### src/hdl/mic_pkg.sv
// Shared types and constants for the word-addressed MIPS32 integer core.
// No dependencies; compiled first.
package mic_pkg;

  localparam int unsigned MemDepthDef = 16384;  // power of two, 256 .. 1048576

  localparam int unsigned TextW  = 14;
  localparam int unsigned LimitW = 15;
  localparam int unsigned CfgIdxW = 2;
  localparam int unsigned PcOutW = 14;

  typedef enum logic [1:0] {
    CmdWrite   = 2'd0,
    CmdExec    = 2'd1,
    CmdRestart = 2'd2
  } mic_cmd_e;

  typedef enum logic [CfgIdxW-1:0] {
    CfgTextStart  = 2'd0,
    CfgExecLimit  = 2'd1,
    CfgStackLimit = 2'd2
  } mic_cfg_e;

  typedef enum logic [2:0] {
    StOk      = 3'd0,
    StService = 3'd1,
    StExit    = 3'd2,
    StUnsup   = 3'd3,
    StJumpOob = 3'd4,
    StEnd     = 3'd5
  } mic_status_e;

  typedef enum logic [2:0] {
    SIdle, SFetch, SExec, SLoad, SMul, SDiv, SDone
  } mic_state_e;

  // primary opcodes
  localparam logic [5:0] OpSpecial = 6'd0;
  localparam logic [5:0] OpJ       = 6'd2;
  localparam logic [5:0] OpJal     = 6'd3;
  localparam logic [5:0] OpBeq     = 6'd4;
  localparam logic [5:0] OpBne     = 6'd5;
  localparam logic [5:0] OpAddi    = 6'd8;
  localparam logic [5:0] OpAddiu   = 6'd9;
  localparam logic [5:0] OpSlti    = 6'd10;
  localparam logic [5:0] OpSltiu   = 6'd11;
  localparam logic [5:0] OpAndi    = 6'd12;
  localparam logic [5:0] OpOri     = 6'd13;
  localparam logic [5:0] OpXori    = 6'd14;
  localparam logic [5:0] OpLui     = 6'd15;
  localparam logic [5:0] OpLw      = 6'd35;
  localparam logic [5:0] OpSw      = 6'd43;

  // SPECIAL function codes
  localparam logic [5:0] FnSll     = 6'd0;
  localparam logic [5:0] FnSrl     = 6'd2;
  localparam logic [5:0] FnSra     = 6'd3;
  localparam logic [5:0] FnSllv    = 6'd4;
  localparam logic [5:0] FnSrlv    = 6'd6;
  localparam logic [5:0] FnSrav    = 6'd7;
  localparam logic [5:0] FnJr      = 6'd8;
  localparam logic [5:0] FnJalr    = 6'd9;
  localparam logic [5:0] FnSyscall = 6'd12;
  localparam logic [5:0] FnMfhi    = 6'd16;
  localparam logic [5:0] FnMthi    = 6'd17;
  localparam logic [5:0] FnMflo    = 6'd18;
  localparam logic [5:0] FnMtlo    = 6'd19;
  localparam logic [5:0] FnMult    = 6'd24;
  localparam logic [5:0] FnMultu   = 6'd25;
  localparam logic [5:0] FnDiv     = 6'd26;
  localparam logic [5:0] FnDivu    = 6'd27;
  localparam logic [5:0] FnAdd     = 6'd32;
  localparam logic [5:0] FnAddu    = 6'd33;
  localparam logic [5:0] FnSub     = 6'd34;
  localparam logic [5:0] FnSubu    = 6'd35;
  localparam logic [5:0] FnAnd     = 6'd36;
  localparam logic [5:0] FnOr      = 6'd37;
  localparam logic [5:0] FnXor     = 6'd38;
  localparam logic [5:0] FnNor     = 6'd39;
  localparam logic [5:0] FnSlt     = 6'd42;
  localparam logic [5:0] FnSltu    = 6'd43;

  localparam logic [4:0] RegV0 = 5'd2;
  localparam logic [4:0] RegA0 = 5'd4;
  localparam logic [4:0] RegSp = 5'd29;
  localparam logic [4:0] RegRa = 5'd31;

  localparam logic [31:0] SvcExit     = 32'd10;
  localparam logic [31:0] SvcExitCode = 32'd17;

  typedef struct packed {
    logic       en;
    logic [4:0] ra;
    logic [4:0] rb;
  } mic_gpr_rd_t;

  typedef struct packed {
    logic        we;
    logic        clr;
    logic [4:0]  wa;
    logic [31:0] wd;
  } mic_gpr_wr_t;

  typedef struct packed {
    logic        start;
    logic        sgn;
    logic [31:0] a;
    logic [31:0] b;
  } mic_div_req_t;

endpackage

### src/hdl/mic_gpr.sv
// General register file: 32x32 memory, two registered read ports, one write.
// Per-entry valid bits give the zero contents after reset or restart. Uses mic_pkg.
module mic_gpr (
  input  logic                 clk_i,
  input  logic                 rst_ni,
  input  mic_pkg::mic_gpr_rd_t rd_i,
  input  mic_pkg::mic_gpr_wr_t wr_i,
  output logic [31:0]          rdata_a_o,
  output logic [31:0]          rdata_b_o
);
  import mic_pkg::*;

  logic [31:0] mem [32];
  logic [31:0] vld_q, vld_d;
  logic [31:0] data_a_q, data_b_q;
  logic        vld_a_q, vld_b_q;
  logic        wen;

  assign wen = wr_i.we && (wr_i.wa != 5'd0);

  // restart clears every entry, a write in the same beat sets its own bit again
  always_comb begin
    vld_d = wr_i.clr ? '0 : vld_q;
    if (wen) begin
      vld_d[wr_i.wa] = 1'b1;
    end
  end

  always_ff @(posedge clk_i or negedge rst_ni) begin
    if (!rst_ni) begin
      vld_q <= '0;
    end else begin
      vld_q <= vld_d;
    end
  end

  always_ff @(posedge clk_i) begin
    if (wen) begin
      mem[wr_i.wa] <= wr_i.wd;
    end
    if (rd_i.en) begin
      data_a_q <= mem[rd_i.ra];
      data_b_q <= mem[rd_i.rb];
      vld_a_q  <= vld_q[rd_i.ra];
      vld_b_q  <= vld_q[rd_i.rb];
    end
  end

  assign rdata_a_o = vld_a_q ? data_a_q : 32'd0;
  assign rdata_b_o = vld_b_q ? data_b_q : 32'd0;

endmodule

### config.mk
export PLATFORM = sky130hd
export DESIGN_NAME = mic_gpr
export DESIGN_NICKNAME = d
export VERILOG_FILES = /design/src/hdl/mic_pkg.sv /design/src/hdl/mic_gpr.sv
export SDC_FILE = /design/constraint.sdc
export NUM_CORES = 1
export LEC_CHECK = 0
export BUFFER_PORTS_ARGS = -buffer_cell sky130_fd_sc_hd__buf_2
export CELL_PAD_IN_SITES_DETAIL_PLACEMENT = 0
export CELL_PAD_IN_SITES_GLOBAL_PLACEMENT = 1
export CORE_UTILIZATION = 25
export DETAILED_ROUTE_END_ITERATION = 8
export PLACE_DENSITY_LB_ADDON = 0.15
export SYNTH_ARGS = -nofsm -noshare
export SYNTH_HDL_FRONTEND = slang
export SYNTH_SLANG_ARGS = --single-unit
### constraint.sdc
create_clock -name clk_i -period 1.15 [get_ports clk_i]
set_input_delay 0.1725 -clock clk_i [delete_from_list [all_inputs] [get_ports clk_i]]
set_output_delay 0.1725 -clock clk_i [all_outputs]
set_load 0.005 [all_outputs]
After elaboration in Yosys (flattened, before gate mapping)
Memories as Yosys holds them, arrays and structs flattened. A register that Yosys moved wholly into a read port is not among the register bits.
Cells that the tools add are included.
{"block": "totals", "latchBits": 0, "mem_bits_rw": 1024, "n_memories": 1, "elab_cells": 24, "out_inout_bits": 64, "romBits": 0, "reg_bits": 34, "inputBits": 52}
{"block": "op_classes", "magnitude_cmp": 4, "multipliers": 0, "n_reduce_logical": 3, "n_eq_ne": 0, "bitwise_logic": 1, "n_shift": 0, "div": 0, "muxes": 12, "add_sub_neg": 0}
{"name": "mem", "words": 32, "word_bits": 32, "rd": 2, "rd_clocked_by_memory_dff": 2, "wr": 1, "line": "mic_gpr.sv:13", "text": "logic [31:0] mem [32];"}
{"operator": "two-way mux 32 bit", "count": 4}
{"operator": "OR 32 bit", "count": 1}
{"operator": "less-than comparator 5 x 6 -> 1 bit (second input constant)", "count": 3}
{"operator": "binary-select mux 1 bit (select 5 bit)", "count": 2}
{"operator": "demux 1 bit (select 5 bit)", "count": 1}
{"operator": "greater-or-equal comparator 5 x 1 -> 1 bit (second input constant)", "count": 1}
{"operator": "two-way mux 1 bit", "count": 5}
{"operator": "nonzero test 5 bit", "count": 1}
{"operator": "logical AND 1 bit", "count": 2}

Longest topological paths before layout
{"block": "logic_depth", "ltp_word": 6, "mapped_depth": 8, "depth_no_buf": 5}

Worst setup path after synthesis
No wires, ideal clock.
{"block": "synth_path", "path_kind": "input-to-reg", "start": "input port wr_i[32] (netlist bit)", "end": "memory mem[29][0] (enable)", "setup_slack_ns": -2.180, "path_buffers": 1, "stages": 2, "setup_ns": 0.471, "arrival_time_ns": 2.860, "required_time_ns": 0.679, "cell_sequence": "clkbuf_1 -> nor3b_1"}
{"block": "synth_via", "elab_chain_len": 4}
{"element": "from (decl)", "line": "mic_gpr.sv:7", "text": "input mic_pkg::mic_gpr_wr_t wr_i,"}
{"element": "nonzero test 5 bit", "line": "mic_gpr.sv:19", "text": "assign wen = wr_i.we && (wr_i.wa != 5'd0);"}
{"element": "logical AND 1 bit", "line": "mic_gpr.sv:19"}
{"element": "two-way mux 1 bit", "line": "mic_gpr.sv:38", "text": "if (wen) begin"}
{"element": "two-way mux 1 bit (implied by the code)", "line": "mic_gpr.sv:39", "text": "mem[wr_i.wa] <= wr_i.wd;"}
{"element": "to (decl)", "line": "mic_gpr.sv:13"}
Parallel ways exist; a longest one is shown, timed or not.

Final worst setup path
{"block": "layout_path", "start": "register vld_a_q", "end": "output port rdata_a_o[25]"}
{"block": "layout_via", "elab_chain_len": 1}
{"element": "from (decl)", "line": "mic_gpr.sv:16", "text": "logic vld_a_q, vld_b_q;"}
{"element": "from (signal assigned)", "line": "mic_gpr.sv:44", "text": "vld_a_q <= vld_q[rd_i.ra];"}
{"element": "two-way mux 32 bit", "line": "mic_gpr.sv:49", "text": "assign rdata_a_o = vld_a_q ? data_a_q : 32'd0;"}
{"element": "to (decl)", "line": "mic_gpr.sv:8", "text": "output logic [31:0] rdata_a_o,"}
Every way passes these cells.

==> impl_metrics.tcl <==
set metrics [dict create \
    htree_levels 4 \
    dieArea_um2 213000 \
    first_global_vias 36400 \
    path_clk_slew_ps 50 \
    crit_path_start_kind "register" \
    placeableCoreArea_um2 210000 \
    setup_violations 130 \
    wire_per_inst_um 29.4 \
    worst_slack_ps -924 \
    syn_inst 3679 \
    finClkSkew_ps 16.5 \
    share_comb_of_total_power 0.111 \
    worstSkewPairLatency_ps 790 \
    vias 35200 \
    avgSynthCellArea_um2 14.3 \
    sw_frac_of_total 0.242 \
    slew-limit-headroom 0.497 \
    ys_warn_count 0 \
    drv_slew 0 \
    netlist-cell-type-count 33 \
    path_cells "buf_12 -> buf_12 -> and2_4 -> buf_6" \
    fmax_mhz 482 \
    drc 0 \
    layout.nets 4371 \
    layout_commonest_cell "edfxtp_1" \
    critPathSlowestCell "edfxtp_1" \
    crit_path_max_fanout 6 \
    final_util 0.331 \
    cp_common_cell "buf_12" \
    worstMarginPinSlew_ps 754 \
    r2r_slack_ps -440 \
    period_share 1.80 \
    peakVddDrop_v 0.00148 \
    drt_iter0_markers 2632 \
    critPathTopFamily "buffers and inverters" \
    initial_core_util 0.252 \
    cts_made_buffers 140 \
    worst_hold_slack_ps 32.2 \
    dp.final_hpwl_um 142000 \
    cts_tree "yes" \
    crit_arrival_ps 1900 \
    row_count 168 \
    maxCapViolCount 0 \
    grt_usage 0.198 \
    crit_type "reg2out" \
    status "finished, violations left" \
    hp-class "in2reg" \
    vias_per_cell 4.87 \
    clkPwrFrac 0.433 \
    synth.top_cell.area_share 0.620 \
    final_cell_mix "edfxtp_1, mux2i_1, buf_4, buf_12, nand2_1" \
    rsz0062_at_grt "true" \
    p_per_area_nw_per_um2 1460 \
    finalWirelength_um 213000 \
    syn_to_final_growth_pct 31.5 \
    cp.required_ps 980 \
    instances_no_fill 7239 \
    firstDrtPassIters 7 \
    pre_cts_ws_ps -1020 \
    grt_max_degree 33 \
    drive_gt1_frac 0.252 \
    min_period_ps 2070 \
    violations "negative setup slack" \
    gp_congestion 0.791 \
    root_buffer "clkbuf_16" \
    synth_seq_cells 1122 \
    grt_pass1_wl_um 293000 \
    die_x_um 461 \
    die_y_um 461 \
    synthTopCellsByArea "edfxtp_1, mux2i_1, a22oi_1" \
    p_leak_nw 26.4 \
    critPathBufInv 3 \
    cts_buffer_depth 3 \
    total_power_w 0.101 \
    endpoint_kind "output port" \
    slowest_delay_ps 450 \
    p_sw_w 0.0245 \
    p_seq_frac 0.456 \
    antenna_found_initial 9 \
    cts_sinks 1122 \
    syn-cell-area_um2 52800 \
    ios 116 \
    port_buffers 115 \
    synth_area_leader_cell "edfxtp_1" \
    ys_seq_area_frac 0.635 \
    overflow 0 \
    dp_cells 6942 \
    ant_nets 0 \
    internal_power_w 0.0769 \
    hold_violations 0 \
]
power by group through the flow:
| stage | clock, W | combinational [W] | sequential [W] |
|---|---|---|---|
| global placement | 0 | 0.0106 | 0.0471 |
| finish | 0.0439 | 0.0113 | 0.0462 |
| global route | 0.0464 | 0.0119 | 0.0463 |
| CTS | 0.0450 | 0.0112 | 0.0463 |
| floorplan | 0 | 0.00480 | 0.0468 |
| detailed placement | 0 | 0.0105 | 0.0471 |
synthesized netlist by cell type (all sizes together):
library cell and n:
a21o 24, a21oi 199, a22o 130, a22oi 199
a31oi 66, and2 66, and3 1, buf 165
clkbuf 111, conb 1, dfrtp 32, edfxtp 1090
inv 8, mux2i 1049, nand2 204, nand2b 4
nand3 200, nand3b 5, nand4 1, nor2 32
nor2b 5, nor3 66, nor3b 2, o211ai 7
o22ai 7, or2 2, or3 1, or3b 2
worst reg2reg max path, cell delays in order (launching register included):
cell and delay, ps:
edfxtp_1 380, mux2i_1 200, a22o_1 180, nor3_2 60, a31oi_1 170, buf_4 140
nand3_2 60, buf_6 140
per-stage QoR:
stage / instance area, µm² / setup TNS [ps]
floorplan: 53200 / -740300
global placement: 63200 / -602810
detailed placement: 63200 / -607120
CTS: 69000 / -87430
global route: 69400 / -75700
finish: 69400 / -67500
cell families after synthesis:
family          after synthesis  synth area share
compound gates              632            0.0818
buf+inv                     284            0.0310
flops                      1122             0.635
mux                        1049             0.199
other cells                   1         0.0000710
simple gates                591            0.0529
area by class of cell:
cell class / instances / area, µm²
Clock buffer: 182 / 3800
Inverter: 8 / 30.0
Multi-Input combinational cell: 2304 / 19000
Clock inverter: 72 / 694
Tap cell: 2805 / 3510
Antenna cell: 3 / 7.51
Timing Repair Buffer: 743 / 8840
Sequential cell: 1122 / 33500
Fill cell: 20700 / 140000
metal layers:
layer  up-vias  wire [µm]  GRT usage
met3       208       6760     0.0235
met2       688     104000      0.336
met4         8       3910     0.0418
met5         -         42          0
met1     18600      98700      0.270
li1      15700          -          -
path summary, 6_finish.rpt:
path	start	cells past startpoint	endpoint
max reg2reg	mem[2][14]$_DFFE_PP_	7	data_a_q[14]$_DFFE_PP_
max in group asynchronous	rst_ni	4	vld_q[29]$_DFF_PN0_
min	wr_i[34]	5	vld_q[16]$_DFF_PN0_
min in group asynchronous	rst_ni	4	vld_q[9]$_DFF_PN0_
min reg2reg	vld_q[28]$_DFF_PN0_	1	vld_q[28]$_DFF_PN0_
max	vld_a_q$_DFFE_PP_	4	rdata_a_o[25]
state kept, by name (all words and copies together), names as in the netlist:
signal	flops
vld_q	32
data_a_q	32
data_b_q	32
vld_b_q	1
vld_a_q	1
mem	1024
what timing repair did:
action | in CTS | in global routing
hold buffers | 38 | 0
cloned | 2 | 0
resized for setup | 180 | 84
pin swaps | 112 | 104
endpoints found under the hold margin | 1155 | 0
endpoints found under the setup margin | 130 | 164
setup buffers | 10 | 8
No activity file was read; power rests on OpenSTA's default activity.
