===== config.mk =====
export PLATFORM = sky130hd
export DESIGN_NAME = mic_div
export DESIGN_NICKNAME = d
export VERILOG_FILES = /design/src/hdl/mic_pkg.sv /design/src/hdl/mic_div.sv
export SDC_FILE = /design/constraint.sdc
export NUM_CORES = 1
export LEC_CHECK = 0
export BUFFER_PORTS_ARGS = -buffer_cell sky130_fd_sc_hd__buf_2
export CORE_MARGIN = 10
export CORE_UTILIZATION = 35
export DETAILED_ROUTE_END_ITERATION = 12
export PLACE_DENSITY = 0.52
export SYNTH_ARGS = -nofsm -noshare
export SYNTH_HDL_FRONTEND = slang
export SYNTH_SLANG_ARGS = --single-unit

===== constraint.sdc =====
create_clock -name clk_i -period 8 [get_ports clk_i]
set_input_delay 1.2 -clock clk_i [delete_from_list [all_inputs] [get_ports clk_i]]
set_output_delay 1.2 -clock clk_i [all_outputs]
set_load 0.02 [all_outputs]

===== src/hdl/mic_pkg.sv =====
// Shared types and constants for the word-addressed MIPS32 integer core.
// No dependencies; compiled first.
package mic_pkg;

  localparam int unsigned MemDepthDef = 16384;  // power of two, 256 .. 1048576

  localparam int unsigned TextW  = 14;
  localparam int unsigned LimitW = 15;
  localparam int unsigned CfgIdxW = 2;
  localparam int unsigned PcOutW = 14;

  typedef enum logic [1:0] {
    CmdWrite   = 2'd0,
    CmdExec    = 2'd1,
    CmdRestart = 2'd2
  } mic_cmd_e;

  typedef enum logic [CfgIdxW-1:0] {
    CfgTextStart  = 2'd0,
    CfgExecLimit  = 2'd1,
    CfgStackLimit = 2'd2
  } mic_cfg_e;

  typedef enum logic [2:0] {
    StOk      = 3'd0,
    StService = 3'd1,
    StExit    = 3'd2,
    StUnsup   = 3'd3,
    StJumpOob = 3'd4,
    StEnd     = 3'd5
  } mic_status_e;

  typedef enum logic [2:0] {
    SIdle, SFetch, SExec, SLoad, SMul, SDiv, SDone
  } mic_state_e;

  // primary opcodes
  localparam logic [5:0] OpSpecial = 6'd0;
  localparam logic [5:0] OpJ       = 6'd2;
  localparam logic [5:0] OpJal     = 6'd3;
  localparam logic [5:0] OpBeq     = 6'd4;
  localparam logic [5:0] OpBne     = 6'd5;
  localparam logic [5:0] OpAddi    = 6'd8;
  localparam logic [5:0] OpAddiu   = 6'd9;
  localparam logic [5:0] OpSlti    = 6'd10;
  localparam logic [5:0] OpSltiu   = 6'd11;
  localparam logic [5:0] OpAndi    = 6'd12;
  localparam logic [5:0] OpOri     = 6'd13;
  localparam logic [5:0] OpXori    = 6'd14;
  localparam logic [5:0] OpLui     = 6'd15;
  localparam logic [5:0] OpLw      = 6'd35;
  localparam logic [5:0] OpSw      = 6'd43;

  // SPECIAL function codes
  localparam logic [5:0] FnSll     = 6'd0;
  localparam logic [5:0] FnSrl     = 6'd2;
  localparam logic [5:0] FnSra     = 6'd3;
  localparam logic [5:0] FnSllv    = 6'd4;
  localparam logic [5:0] FnSrlv    = 6'd6;
  localparam logic [5:0] FnSrav    = 6'd7;
  localparam logic [5:0] FnJr      = 6'd8;
  localparam logic [5:0] FnJalr    = 6'd9;
  localparam logic [5:0] FnSyscall = 6'd12;
  localparam logic [5:0] FnMfhi    = 6'd16;
  localparam logic [5:0] FnMthi    = 6'd17;
  localparam logic [5:0] FnMflo    = 6'd18;
  localparam logic [5:0] FnMtlo    = 6'd19;
  localparam logic [5:0] FnMult    = 6'd24;
  localparam logic [5:0] FnMultu   = 6'd25;
  localparam logic [5:0] FnDiv     = 6'd26;
  localparam logic [5:0] FnDivu    = 6'd27;
  localparam logic [5:0] FnAdd     = 6'd32;
  localparam logic [5:0] FnAddu    = 6'd33;
  localparam logic [5:0] FnSub     = 6'd34;
  localparam logic [5:0] FnSubu    = 6'd35;
  localparam logic [5:0] FnAnd     = 6'd36;
  localparam logic [5:0] FnOr      = 6'd37;
  localparam logic [5:0] FnXor     = 6'd38;
  localparam logic [5:0] FnNor     = 6'd39;
  localparam logic [5:0] FnSlt     = 6'd42;
  localparam logic [5:0] FnSltu    = 6'd43;

  localparam logic [4:0] RegV0 = 5'd2;
  localparam logic [4:0] RegA0 = 5'd4;
  localparam logic [4:0] RegSp = 5'd29;
  localparam logic [4:0] RegRa = 5'd31;

  localparam logic [31:0] SvcExit     = 32'd10;
  localparam logic [31:0] SvcExitCode = 32'd17;

  typedef struct packed {
    logic       en;
    logic [4:0] ra;
    logic [4:0] rb;
  } mic_gpr_rd_t;

  typedef struct packed {
    logic        we;
    logic        clr;
    logic [4:0]  wa;
    logic [31:0] wd;
  } mic_gpr_wr_t;

  typedef struct packed {
    logic        start;
    logic        sgn;
    logic [31:0] a;
    logic [31:0] b;
  } mic_div_req_t;

endpackage


===== src/hdl/mic_div.sv =====
// Radix-2 restoring divider, one quotient bit per cycle.
// Signed operands are divided as magnitudes and fixed up at the end. Uses mic_pkg.
module mic_div (
  input  logic                  clk_i,
  input  logic                  rst_ni,
  input  mic_pkg::mic_div_req_t req_i,
  output logic                  done_o,
  output logic [31:0]           quo_o,
  output logic [31:0]           rem_o
);
  import mic_pkg::*;

  logic        busy_q, done_q;
  logic [4:0]  cnt_q;
  logic [31:0] rem_q, quo_q, ub_q;
  logic        nq_q, nr_q, zero_q;
  logic [32:0] rem_sh, diff;
  logic [31:0] ua, ub;

  assign ua     = (req_i.sgn && req_i.a[31]) ? (32'd0 - req_i.a) : req_i.a;
  assign ub     = (req_i.sgn && req_i.b[31]) ? (32'd0 - req_i.b) : req_i.b;
  assign rem_sh = {rem_q, quo_q[31]};
  assign diff   = rem_sh - {1'b0, ub_q};

  always_ff @(posedge clk_i or negedge rst_ni) begin
    if (!rst_ni) begin
      busy_q <= 1'b0;
      done_q <= 1'b0;
      cnt_q  <= '0;
    end else begin
      done_q <= 1'b0;
      if (req_i.start) begin
        busy_q <= 1'b1;
        cnt_q  <= '0;
      end else if (busy_q) begin
        cnt_q <= cnt_q + 5'd1;
        if (cnt_q == 5'd31) begin
          busy_q <= 1'b0;
          done_q <= 1'b1;
        end
      end
    end
  end

  always_ff @(posedge clk_i) begin
    if (req_i.start) begin
      rem_q  <= '0;
      quo_q  <= ua;
      ub_q   <= ub;
      nq_q   <= req_i.sgn && (req_i.a[31] ^ req_i.b[31]);
      nr_q   <= req_i.sgn && req_i.a[31];
      zero_q <= (req_i.b == 32'd0);
    end else if (busy_q) begin
      if (!diff[32]) begin
        rem_q <= diff[31:0];
        quo_q <= {quo_q[30:0], 1'b1};
      end else begin
        rem_q <= rem_sh[31:0];
        quo_q <= {quo_q[30:0], 1'b0};
      end
    end
  end

  assign done_o = done_q;
  assign quo_o  = zero_q ? 32'd0 : (nq_q ? (32'd0 - quo_q) : quo_q);
  assign rem_o  = zero_q ? 32'd0 : (nr_q ? (32'd0 - rem_q) : rem_q);

endmodule


Word level (Yosys, flattened, before mapping) --
Cells that the tools add are included.
Storage, ports and cells: flip-flop bits (word level) 106, latch bits 0, RAM bits 0, ROM bits 0, input bits 68, output and inout port bits 65, logic and storage cells 40, memories kept 0
Cells by class: $add $sub $neg 6, multiply operators 0, div/mod/pow operators 0, magnitude comparators 0, equality and inequality tests 1, shift-type cells 0, mux-type cells 18, bitwise gates (word level) 1, reduce and logical (&&, ||, !) cells 5
Operator list (count):
- 2-to-1 mux 32 bit | 9
- subtractor 1 x 32 -> 32 bit (first input constant) | 4
- subtractor 33 x 32 -> 33 bit | 1
- logical NOT 32 bit | 1
- 2-to-1 mux 5 bit | 2
- 2-to-1 mux 1 bit | 7
- adder 5 x 1 -> 5 bit (second input constant) | 1
- equality test 5 bit (second input constant) | 1
- logical AND 1 bit | 3
- nonzero test 2 bit | 1
- XOR 1 bit | 1

Depth between registers and ports, before layout --
Gate-level depths: netlist (run 1).
depth in word-level cells 4, depth in mapped cells 14, depth with buffers taken out 12

Worst setup path before layout (run 1) --
Ideal clock, no wire load.
path kind register to output, start point reg quo_q[4], end point out quo_o[26], arrival 3044 ps, data required time 6800 ps, path slack 3756 ps, stages on the path, launching flop included 10, buffers on the path 0, path through edfxtp_1 -> nor3_4 -> nand3_1 -> or4_4 -> or3_4 -> or3_4 -> or4_4 -> o41ai_2 -> xor2_1 -> nor2_1
On the way: cells in the longest elaborated chain, start to end 3
Ends and longest elaborated chain:
- from (decl) | RTL line mic_div.sv:15 | logic [31:0] rem_q, quo_q, ub_q;
- from (signal assigned) | RTL line mic_div.sv:48 | quo_q <= ua;
- from (signal assigned) | RTL line mic_div.sv:56 | quo_q <= {quo_q[30:0], 1'b1};
- from (signal assigned) | RTL line mic_div.sv:59 | quo_q <= {quo_q[30:0], 1'b0};
- subtractor 1 x 32 -> 32 bit | RTL line mic_div.sv:65 | assign quo_o = zero_q ? 32'd0 : (nq_q ? (32'd0 - quo_q) : quo_q);
- 2-to-1 mux 32 bit (2 in series) | RTL line mic_div.sv:65
- to (decl) | RTL line mic_div.sv:8 | output logic [31:0] quo_o,
Every way passes these cells.

Final worst setup path (run 1) --
start point reg quo_q[4], end point out quo_o[31]
Same word-level chain as after synthesis.

==> results of run 1 <==
## worst max-delay path, delay by kind of cell, from the launching register on
kind / cells / cell delay, ps
flops: 1 / 480
compound gates: 1 / 310
simple gates: 7 / 2200
buf+inv: 1 / 190
xor+xnor: 1 / 220
## stage by stage
step,worst slack [ps],instance area (um2)
2_1_floorplan,3760,8740
3_3_place_gp,3530,9660
3_5_place_dp,3480,9660
4_1_cts,3060,9930
5_1_grt,2890,9930
6_report,3060,9930
## power by group
group	internal (mW)	switching (mW)	total, mW
Clock	0.214	0.211	0.425
Combinational	0.763	1.18	1.94
Sequential	0.696	0.173	0.869
## cell usage after synthesis, types with 15 or more instances
| cell | n |
|---|---|
| xnor2_1 | 50 |
| xor2_1 | 96 |
| mux2i_1 | 17 |
| clkbuf_1 | 41 |
| nand2b_1 | 15 |
| o31ai_1 | 25 |
| nand2_1 | 64 |
| inv_1 | 56 |
| o21ai_0 | 46 |
| dfxtp_1 | 32 |
| a21oi_1 | 107 |
| nor3_1 | 20 |
| a211oi_1 | 29 |
| ha_1 | 38 |
| edfxtp_1 | 67 |
| nor2_1 | 200 |
## final cells by class
cell class | count | area share, %
clock inverters | 5 | 0.391
repair buffers | 137 | 7.05
well taps | 324 | 4.08
clock buffers | 11 | 2.34
multi-input cells | 869 | 55.5
diodes | 1 | 0.0252
flip-flops and latches | 106 | 28.5
inverters | 56 | 2.12
## cell families (layout without fill, tap and decap cells)
family | count (synthesis) | in the layout | share of synthesized area (%)
other | 0 | 1 | 0
flip-flops | 106 | 106 | 32.4
buffers and inverters | 105 | 209 | 4.54
XOR/XNOR | 146 | 146 | 14.6
AND/OR/NAND/NOR | 390 | 390 | 20.6
adder cells (fa/ha/maj) | 39 | 39 | 5.67
multiplexers | 18 | 18 | 2.08
AO/OA/AOI/OAI | 276 | 276 | 20.1
## path summary, 6_finish.rpt
kind | start | endpoint | slack (ps)
max | quo_q[4]$_DFFE_PP_ | quo_o[31] | 3060
min | cnt_q[4]$_DFFE_PN0P_ | cnt_q[4]$_DFFE_PN0P_ | 530
max reg2reg | quo_q[31]$_DFFE_PP_ | rem_q[23]$_SDFFE_PP0P_ | 3710
min reg2reg | cnt_q[4]$_DFFE_PN0P_ | cnt_q[4]$_DFFE_PN0P_ | 530
max in group asynchronous | rst_ni | busy_q$_DFF_PN0_ | 7170
min in group asynchronous | rst_ni | cnt_q[4]$_DFFE_PN0P_ | 670
## per-layer routing
layer / share of wire (%) / wire [um] / vias to the layer above / track usage [%]
met5: 0 / 0 / - / 0
met4: 1.5 / 378 / 0 / 4.52
met3: 5.4 / 1340 / 19 / 2.75
met2: 42 / 10500 / 159 / 23.0
met1: 51 / 12500 / 3519 / 22.5
li1: - / - / 4050 / -
## flip-flops by register name, indices dropped and copies added (netlist names)
signal / count
busy_q: 1
cnt_q: 5
done_o: 1
nq_q: 1
nr_q: 1
quo_q: 32
rem_q: 32
ub_q: 32
zero_q: 1
==> impl_metrics.env, run 1 <==
export IMPL_grt_max_degree=77
export IMPL_wl_per_cell_um=16.4
export IMPL_root_buffer="clkbuf_16"
export IMPL_avgSynthCellArea_um2=8.09
export IMPL_synthCells=1080
export IMPL_cts_buffers=9
export IMPL_power_density_nw_per_um2=326
export IMPL_grt_pass1_vias=7501
export IMPL_grt_pass1_wl_um=40300
export IMPL_cp_end_kind="output port"
export IMPL_dpl_cell_count=1492
export IMPL_final_core_util_pct=40.6
export IMPL_ir_drop_uv=172
export IMPL_min_period_ps=4940
export IMPL_nFillCells=2542
export IMPL_viasPerCell=5.13
export IMPL_antenna_found_initial=1
export IMPL_status="finished clean"
export IMPL_cts_tree="built"
export IMPL_post_route_drc_count=0
export IMPL_finalPower_mw=3.23
export IMPL_power_leakage_nw=4.34
export IMPL_yosysTopAreaCellShare_pct=23.0
export IMPL_rsz0062_at_grt="no"
export IMPL_dr_pass1_iters=5
export IMPL_ioPinCount=133
export IMPL_cpMaxStageDelayCell="or4_1"
export IMPL_final_cells=1509
export IMPL_die_area_um2=31700
export IMPL_cp_start_kind="register"
export IMPL_hold_viol=0
export IMPL_die_height_um=178
export IMPL_grt_usage_pct=15.5
export IMPL_synth_ff_type="edfxtp_1"
export IMPL_crit_chain="nor3_4, nand3_1, or4_1, or3_1, or3_1, or4_4, o41ai_2, xnor2_1, nor2_1, buf_2"
export IMPL_rr_worst_depth=12
export IMPL_clkTransAtPathRegs_ps=70
export IMPL_slew_violations=0
export IMPL_ctsHoldBuffers=0
export IMPL_fin_worst_skew_ps=11.0
export IMPL_cp_common_cell="or3_1"
export IMPL_timing_hold_ws_ps=532
export IMPL_start_util_pct=35.7
export IMPL_postCtsSetupRepairBufs=0
export IMPL_ys_types=63
export IMPL_syn2layout_area_growth_pct=13.7
export IMPL_core_area_um2=24500
export IMPL_required_ps=6800
export IMPL_hpwl_um=19000
export IMPL_routabilityCongestion=0.889
export IMPL_ys_warn_count=0
export IMPL_multi_input_area_um2=5510
export IMPL_synth_net_count=1187
export IMPL_layout_commonest_cell="nor2_1"
export IMPL_htreeDepth=3
export IMPL_fmax_ghz=0.202
export IMPL_routed_wirelength_um=24700
export IMPL_synth_edf_count=67
export IMPL_clkLatencyLatePin_ps=360
export IMPL_critPathKind="reg -> out"
export IMPL_cts_resized=0
export IMPL_rows=57
export IMPL_synth_top_cell_by_area="edfxtp_1"
export IMPL_finalCritPeriodShare_pct=61.8
export IMPL_holdPathStages=2
export IMPL_tightestPinTransition_ps=1090
export IMPL_nets=1286
export IMPL_via_count=7747
export IMPL_maxCapViolations=0
export IMPL_ys_seq_area_share_pct=32.4
export IMPL_seqCellArea_um2=2830
export IMPL_max_slew_margin_pct=25.5
export IMPL_grt_overflow=0
export IMPL_synth_async_sr_flop_share_pct=6.60
export IMPL_critPathMaxFanout=5
export IMPL_drtIter0Drc=513
export IMPL_die_x_um=178
export IMPL_clock_sinks=106
export IMPL_io_buffers=132
export IMPL_cts_buffer_depth=2
export IMPL_netlist_area_um2=8740
export IMPL_finalSetupTns_ps=0
export IMPL_ant_nets=0
export IMPL_synthTopCellsByArea="edfxtp_1 23%, xor2_1 9.6%, nor2_1 8.6%"
export IMPL_ys_ff_latch=106
export IMPL_hold_path_class="reg -> reg"
export IMPL_drive_above_1_share_pct=14.1
export IMPL_arrival_ps=3740
export IMPL_layout_common_cells="200 x nor2_1, 131 x buf_2, 107 x a21oi_1"
export IMPL_setup_viol=0
export IMPL_cpPeakStageDelay_ps=490
No activity file was read; power rests on OpenSTA's default activity.
==> run 2, diff against run 1 <==
--- a/config.mk
+++ b/config.mk
@@ -9,7 +9,7 @@
 export CORE_MARGIN = 10
 export CORE_UTILIZATION = 35
 export DETAILED_ROUTE_END_ITERATION = 12
-export PLACE_DENSITY = 0.52
+export PLACE_DENSITY = 0.53
 export SYNTH_ARGS = -nofsm -noshare
 export SYNTH_HDL_FRONTEND = slang
 export SYNTH_SLANG_ARGS = --single-unit
==> constraint.sdc (replaced) <==
create_clock -name clk_i -period 4.2 [get_ports clk_i]
set_input_delay 0.63 -clock clk_i [delete_from_list [all_inputs] [get_ports clk_i]]
set_output_delay 0.63 -clock clk_i [all_outputs]
set_load 0.02 [all_outputs]
==> run 2 against run 1 <==
Net effect:
- clock power is 110% higher
- register-to-register slack worse by 3200 ps
- core utilization is 1.3 points higher
- total power is 97% higher
- combinational power is 98% higher
- worst setup slack worse by 3000 ps
- count of clock-buffer cells in the layout is 1 higher
- largest power group unchanged
- design area is 3.3% higher
- critical path depth is 1 higher
- non-clock buffer count is 27 higher
- critical path type unchanged
- via count is 2.8% higher
- highest routed layer unchanged
==> impl_metrics.env, run 2 (synthesis gave the netlist of run 1 again) <==
export IMPL_io_buffers=132
export IMPL_timing_hold_ws_ps=104
export IMPL_place_area_um2=9780
export IMPL_switchingPower_mw=3.01
export IMPL_final_cells=1535
export IMPL_clock_sinks=106
export IMPL_finalPower_mw=6.37
export IMPL_clkTransAtPathRegs_ps=70
export IMPL_diodes=0
export IMPL_cp_start_kind="register"
export IMPL_hold_viol=0
export IMPL_pre_cts_slack_ps=357
export IMPL_root_buffer="clkbuf_16"
export IMPL_die_height_um=178
export IMPL_fin_ws_ps=11.8
export IMPL_htreeDepth=3
export IMPL_nets=1313
export IMPL_routabilityCongestion=0.878
export IMPL_stdcell_area_um2=10300
export IMPL_die_area_um2=31700
export IMPL_grt_overflow=0
export IMPL_p_sw_share_pct=47.2
export IMPL_cts_buffer_depth=2
export IMPL_syn2layout_area_growth_pct=17.4
export IMPL_via_count=7967
export IMPL_grt_usage_pct=15.6
export IMPL_core_area_um2=24500
export IMPL_dr_pass1_iters=5
export IMPL_finalCritPeriodShare_pct=99.7
export IMPL_max_slew_margin_pct=23.6
export IMPL_ant_nets=0
export IMPL_dpl_cell_count=1506
export IMPL_grt_pass1_wl_um=40400
export IMPL_cts_buffers=9
export IMPL_setup_viol=0
export IMPL_cp_end_kind="output port"
export IMPL_drtIter0Drc=499
export IMPL_cts_tree="built"
export IMPL_nFillCells=2515
export IMPL_critPathMaxFanout=4
export IMPL_status="finished clean"
export IMPL_required_ps=3570
export IMPL_finalSetupTns_ps=0
export IMPL_clkPwrFrac_pct=13.7
export IMPL_hpwl_um=19600
export IMPL_power_density_nw_per_um2=621
export IMPL_layout_commonest_cell="nor2_1"
export IMPL_reg2reg_to="rem_q[8]$_SDFFE_PP0P_"
export IMPL_grt_max_degree=58
export IMPL_die_x_um=178
export IMPL_grt_pass1_vias=7723
export IMPL_fmax_ghz=0.239
export IMPL_rr_worst_depth=13
export IMPL_critPathKind="reg -> out"
export IMPL_wl_per_cell_um=16.4
export IMPL_clkLatencyLatePin_ps=350
export IMPL_reg2reg_from="quo_q[31]$_DFFE_PP_"
export IMPL_rsz0062_at_grt="yes"
export IMPL_ioPinCount=133
export IMPL_hold_path_class="in -> async"
export IMPL_pwr_share_seq_pct=26.0
export IMPL_viasPerCell=5.19
export IMPL_rows=57
export IMPL_power_leakage_nw=4.51
export IMPL_tightestPinTransition_ps=1150
export IMPL_routed_wirelength_um=25200
export IMPL_slew_violations=0
export IMPL_largestRegisters="quo_q: 32 flops, rem_q: 32 flops, ub_q: 32 flops"
export IMPL_fin_worst_skew_ps=7.03
export IMPL_reg2reg_slack_ps=470
export IMPL_antenna_found_initial=0
export IMPL_drive_above_1_share_pct=16.7
export IMPL_min_period_ps=4190
export IMPL_maxCapViolations=0
export IMPL_ir_drop_uv=338
export IMPL_layout_common_cells="198 x nor2_1, 130 x buf_2, 107 x a21oi_1"
export IMPL_p_int_mw=3.36
export IMPL_start_util_pct=35.7
export IMPL_pwr_share_comb_pct=60.3
export IMPL_final_core_util_pct=41.9
export IMPL_arrival_ps=3560
export IMPL_post_route_drc_count=0
[run 2: cell count changes in the layout (fill, tap and decap cells not counted), moves of 2 or more]
cell     delta
o41ai_2     -2
o41ai_4     +2
buf_4      +26
nor2_1      -2
inv_1       -2
inv_2       +2
[run 2: power groups by stage]
stage,Clock (mW),Sequential (mW),Combinational [mW]
final,0.875,1.66,3.84
after global routing,0.933,1.70,4.35
after detailed placement,0,1.67,3.81
after floorplan,0,1.55,2.86
after global placement,0,1.67,3.81
after CTS,0.894,1.65,3.85
[run 2: final cells by class]
cell class	instances	area [um2]	area share, %
Clock buffer	12	246	2.40
Multi-Input combinational cell	869	5600	54.5
Tap cell	324	405	3.95
Sequential cell	106	2830	27.6
Inverter	56	210	2.05
Timing Repair Buffer	164	922	8.99
Clock inverter	4	50.0	0.488
[run 2: worst max path at each step]
stage | cells past startpoint | from | slack, ps | endpoint
3_3_place_gp | 10 | quo_q[4]$_DFFE_PP_ | 380 | quo_o[28]
3_5_place_dp | 10 | quo_q[4]$_DFFE_PP_ | 360 | quo_o[30]
6_report | 11 | quo_q[4]$_DFFE_PP_ | 10 | quo_o[26]
4_1_cts | 11 | quo_q[1]$_DFFE_PP_ | 9 | quo_o[30]
5_1_grt | 11 | quo_q[4]$_DFFE_PP_ | -120 | quo_o[26]
2_1_floorplan | 9 | quo_q[4]$_DFFE_PP_ | 530 | quo_o[26]
[run 2: layer usage]
layer  global-route usage (%)  part of all wire (%)
met5                        0                     0
met4                     4.83                   1.7
met3                     2.81                   5.2
met2                     24.1                    44
met1                     21.6                    49
[run 2: worst max-delay path, stage by stage, from the launching register on]
cell and delay (ps):
edfxtp_1 440, nor3_4 230, buf_6 130, nand3_4 60, or4_4 450, or3_4 400
or3_4 370, or4_4 510, o41ai_4 230, xor2_1 170, nor2_1 50, buf_2 170
[run 2: timing repair]
item                       in CTS  in global routing
setup buffers                   4                  9
gates resized for setup         4                 13
hold buffers                    0                  0
setup endpoints to repair       6                  8
pin swaps                       0                  4
cloned                          0                  0
==> run 3, diff against run 2 <==
--- a/config.mk
+++ b/config.mk
@@ -7,9 +7,9 @@
 export LEC_CHECK = 0
 export BUFFER_PORTS_ARGS = -buffer_cell sky130_fd_sc_hd__buf_2
 export CORE_MARGIN = 10
-export CORE_UTILIZATION = 35
+export CORE_UTILIZATION = 50
 export DETAILED_ROUTE_END_ITERATION = 12
-export PLACE_DENSITY = 0.53
+export PLACE_DENSITY = 0.72
 export SYNTH_ARGS = -nofsm -noshare
 export SYNTH_HDL_FRONTEND = slang
 export SYNTH_SLANG_ARGS = --single-unit
==> constraint.sdc (replaced) <==
create_clock -name clk_i -period 3.54 [get_ports clk_i]
set_input_delay 0.531 -clock clk_i [delete_from_list [all_inputs] [get_ports clk_i]]
set_output_delay 0.531 -clock clk_i [all_outputs]
set_load 0.02 [all_outputs]
==> run 3 against run 2 <==
Net effect:
- the flow now finishes with violations (setup timing)
- wire length down 6.5%
- final cell count down 4.4%
- largest cell class unchanged
- non-clock buffer count up 31
- total power up 27%
- combinational power up 36%
- critical path type unchanged
- core utilization up 19 points
- sequential power up 16%
==> impl_metrics.env, run 3 (synthesis gave the netlist of run 1 again) <==
export IMPL_fin_ws_ps=-563
export IMPL_hold_viol=0
export IMPL_stdcell_area_um2=10500
export IMPL_required_ps=3010
export IMPL_ir_drop_uv=801
export IMPL_largestRegisters="quo_q: 32 flops, rem_q: 32 flops, ub_q: 32 flops"
export IMPL_post_route_drc_count=0
export IMPL_finalCritPeriodShare_pct=116
export IMPL_clock_sinks=106
export IMPL_power_density_nw_per_um2=767
export IMPL_ioPinCount=133
export IMPL_rsz0062_at_grt="yes"
export IMPL_die_area_um2=23200
export IMPL_arrival_ps=3570
export IMPL_cp_end_kind="output port"
export IMPL_critPathMaxFanout=4
export IMPL_grt_max_degree=111
export IMPL_core_area_um2=17200
export IMPL_min_period_ps=4100
export IMPL_drtIter0Drc=468
export IMPL_clkTransAtPathRegs_ps=70
export IMPL_routed_wirelength_um=23600
export IMPL_grt_usage_pct=19.4
export IMPL_cp_start_kind="register"
export IMPL_final_core_util_pct=61.0
export IMPL_cts_buffers=9
export IMPL_die_x_um=152
export IMPL_syn2layout_area_growth_pct=20.4
export IMPL_fmax_ghz=0.244
export IMPL_finalSetupTns_ps=-5110
export IMPL_place_area_um2=9930
export IMPL_nets=1344
export IMPL_routabilityCongestion=0.957
export IMPL_htreeDepth=3
export IMPL_root_buffer="clkbuf_16"
export IMPL_start_util_pct=50.7
export IMPL_via_count=8232
export IMPL_drive_above_1_share_pct=20.4
export IMPL_setup_viol=11
export IMPL_io_buffers=132
export IMPL_max_slew_margin_pct=19.2
export IMPL_slew_violations=0
export IMPL_status="finished, violations left"
export IMPL_die_height_um=152
export IMPL_layout_common_cells="196 x nor2_1, 124 x buf_2, 107 x a21oi_1"
export IMPL_antenna_found_initial=0
export IMPL_maxCapViolations=0
export IMPL_wl_per_cell_um=16.1
export IMPL_clkLatencyLatePin_ps=350
export IMPL_hold_path_class="in -> reg"
export IMPL_reg2reg_slack_ps=240
export IMPL_cts_buffer_depth=2
export IMPL_ant_nets=0
export IMPL_hpwl_um=18100
export IMPL_power_leakage_nw=4.70
export IMPL_rows=48
export IMPL_tightestPinTransition_ps=1210
export IMPL_grt_overflow=0
export IMPL_cts_tree="built"
export IMPL_fin_worst_skew_ps=9.86
export IMPL_critPathKind="reg -> out"
export IMPL_diodes=0
export IMPL_dr_pass1_iters=5
export IMPL_layout_commonest_cell="nor2_1"
export IMPL_grt_pass1_wl_um=38700
export IMPL_grt_pass1_vias=7839
export IMPL_violations="setup timing"
export IMPL_viasPerCell=5.61
-- run 3: path summary, 6_finish.rpt --
path | startpoint | to | cells past startpoint
worst max-delay path | quo_q[4]$_DFFE_PP_ | quo_o[30] | 11
worst min-delay path | req_i[0] | ub_q[0]$_DFFE_PP_ | 1
worst max register to register | quo_q[31]$_DFFE_PP_ | rem_q[15]$_SDFFE_PP0P_ | 15
worst min register to register | cnt_q[3]$_DFFE_PN0P_ | cnt_q[3]$_DFFE_PN0P_ | 2
max in group asynchronous | rst_ni | busy_q$_DFF_PN0_ | 2
min in group asynchronous | rst_ni | done_o$_DFF_PN0_ | 2
-- run 3: metal layers --
| layer | part of all wire, % | up-vias | track usage (%) |
|---|---|---|---|
| met5 | 0 | - | 0 |
| met3 | 5.4 | 31 | 2.88 |
| li1 | - | 4153 | - |
| met4 | 1.8 | 0 | 6.46 |
| met2 | 46 | 247 | 31.3 |
| met1 | 46 | 3801 | 26.0 |
-- run 3: cell type report --
cell class                      instances  area [um2]
Fill cell                            1559        6720
Multi-Input combinational cell        869        5710
Sequential cell                       106        2830
Timing Repair Buffer                  195        1220
Tap cell                              225         282
Clock buffer                           10         229
Inverter                               56         210
Clock inverter                          6        41.3
-- run 3: timing repair --
action,4_1_cts,5_1_grt
resized for setup,21,30
hold buffers,1,0
endpoints found under the setup margin,15,43
pin swaps,3,14
hold endpoints to repair,7,0
buffers inserted,7,3
-- run 3: through the flow --
step | power, mW | setup WS (ps) | hold WS [ps] | cells
after floorplan | 5.23 | 37.1 | 235 | 1080
after global placement | 6.59 | -113 | 367 | 1440
after detailed placement | 6.63 | -127 | 371 | 1440
after CTS | 7.66 | -488 | 417 | 1464
after global routing | 8.73 | -665 | 428 | 1467
final | 8.07 | -563 | 425 | 1467
-- run 3: critical path, stage by stage (launching register included) --
cell      delay (ps)
edfxtp_1         440
nor3_4           250
nand3_2          110
or4_4            440
or3_4            400
or3_4            380
or4_4            480
buf_4            170
o31ai_4          190
xnor2_2          150
nor2_2            50
buf_6            140
-- run 3: report_power, final --
group | switching [mW] | total (mW) | leakage, nW | internal, mW
clock | 0.463 | 0.943 | 0.130 | 0.480
combinational | 2.94 | 5.21 | 3.55 | 2.27
sequential | 0.345 | 1.92 | 1.02 | 1.57
total | 3.75 | 8.07 | 4.70 | 4.32
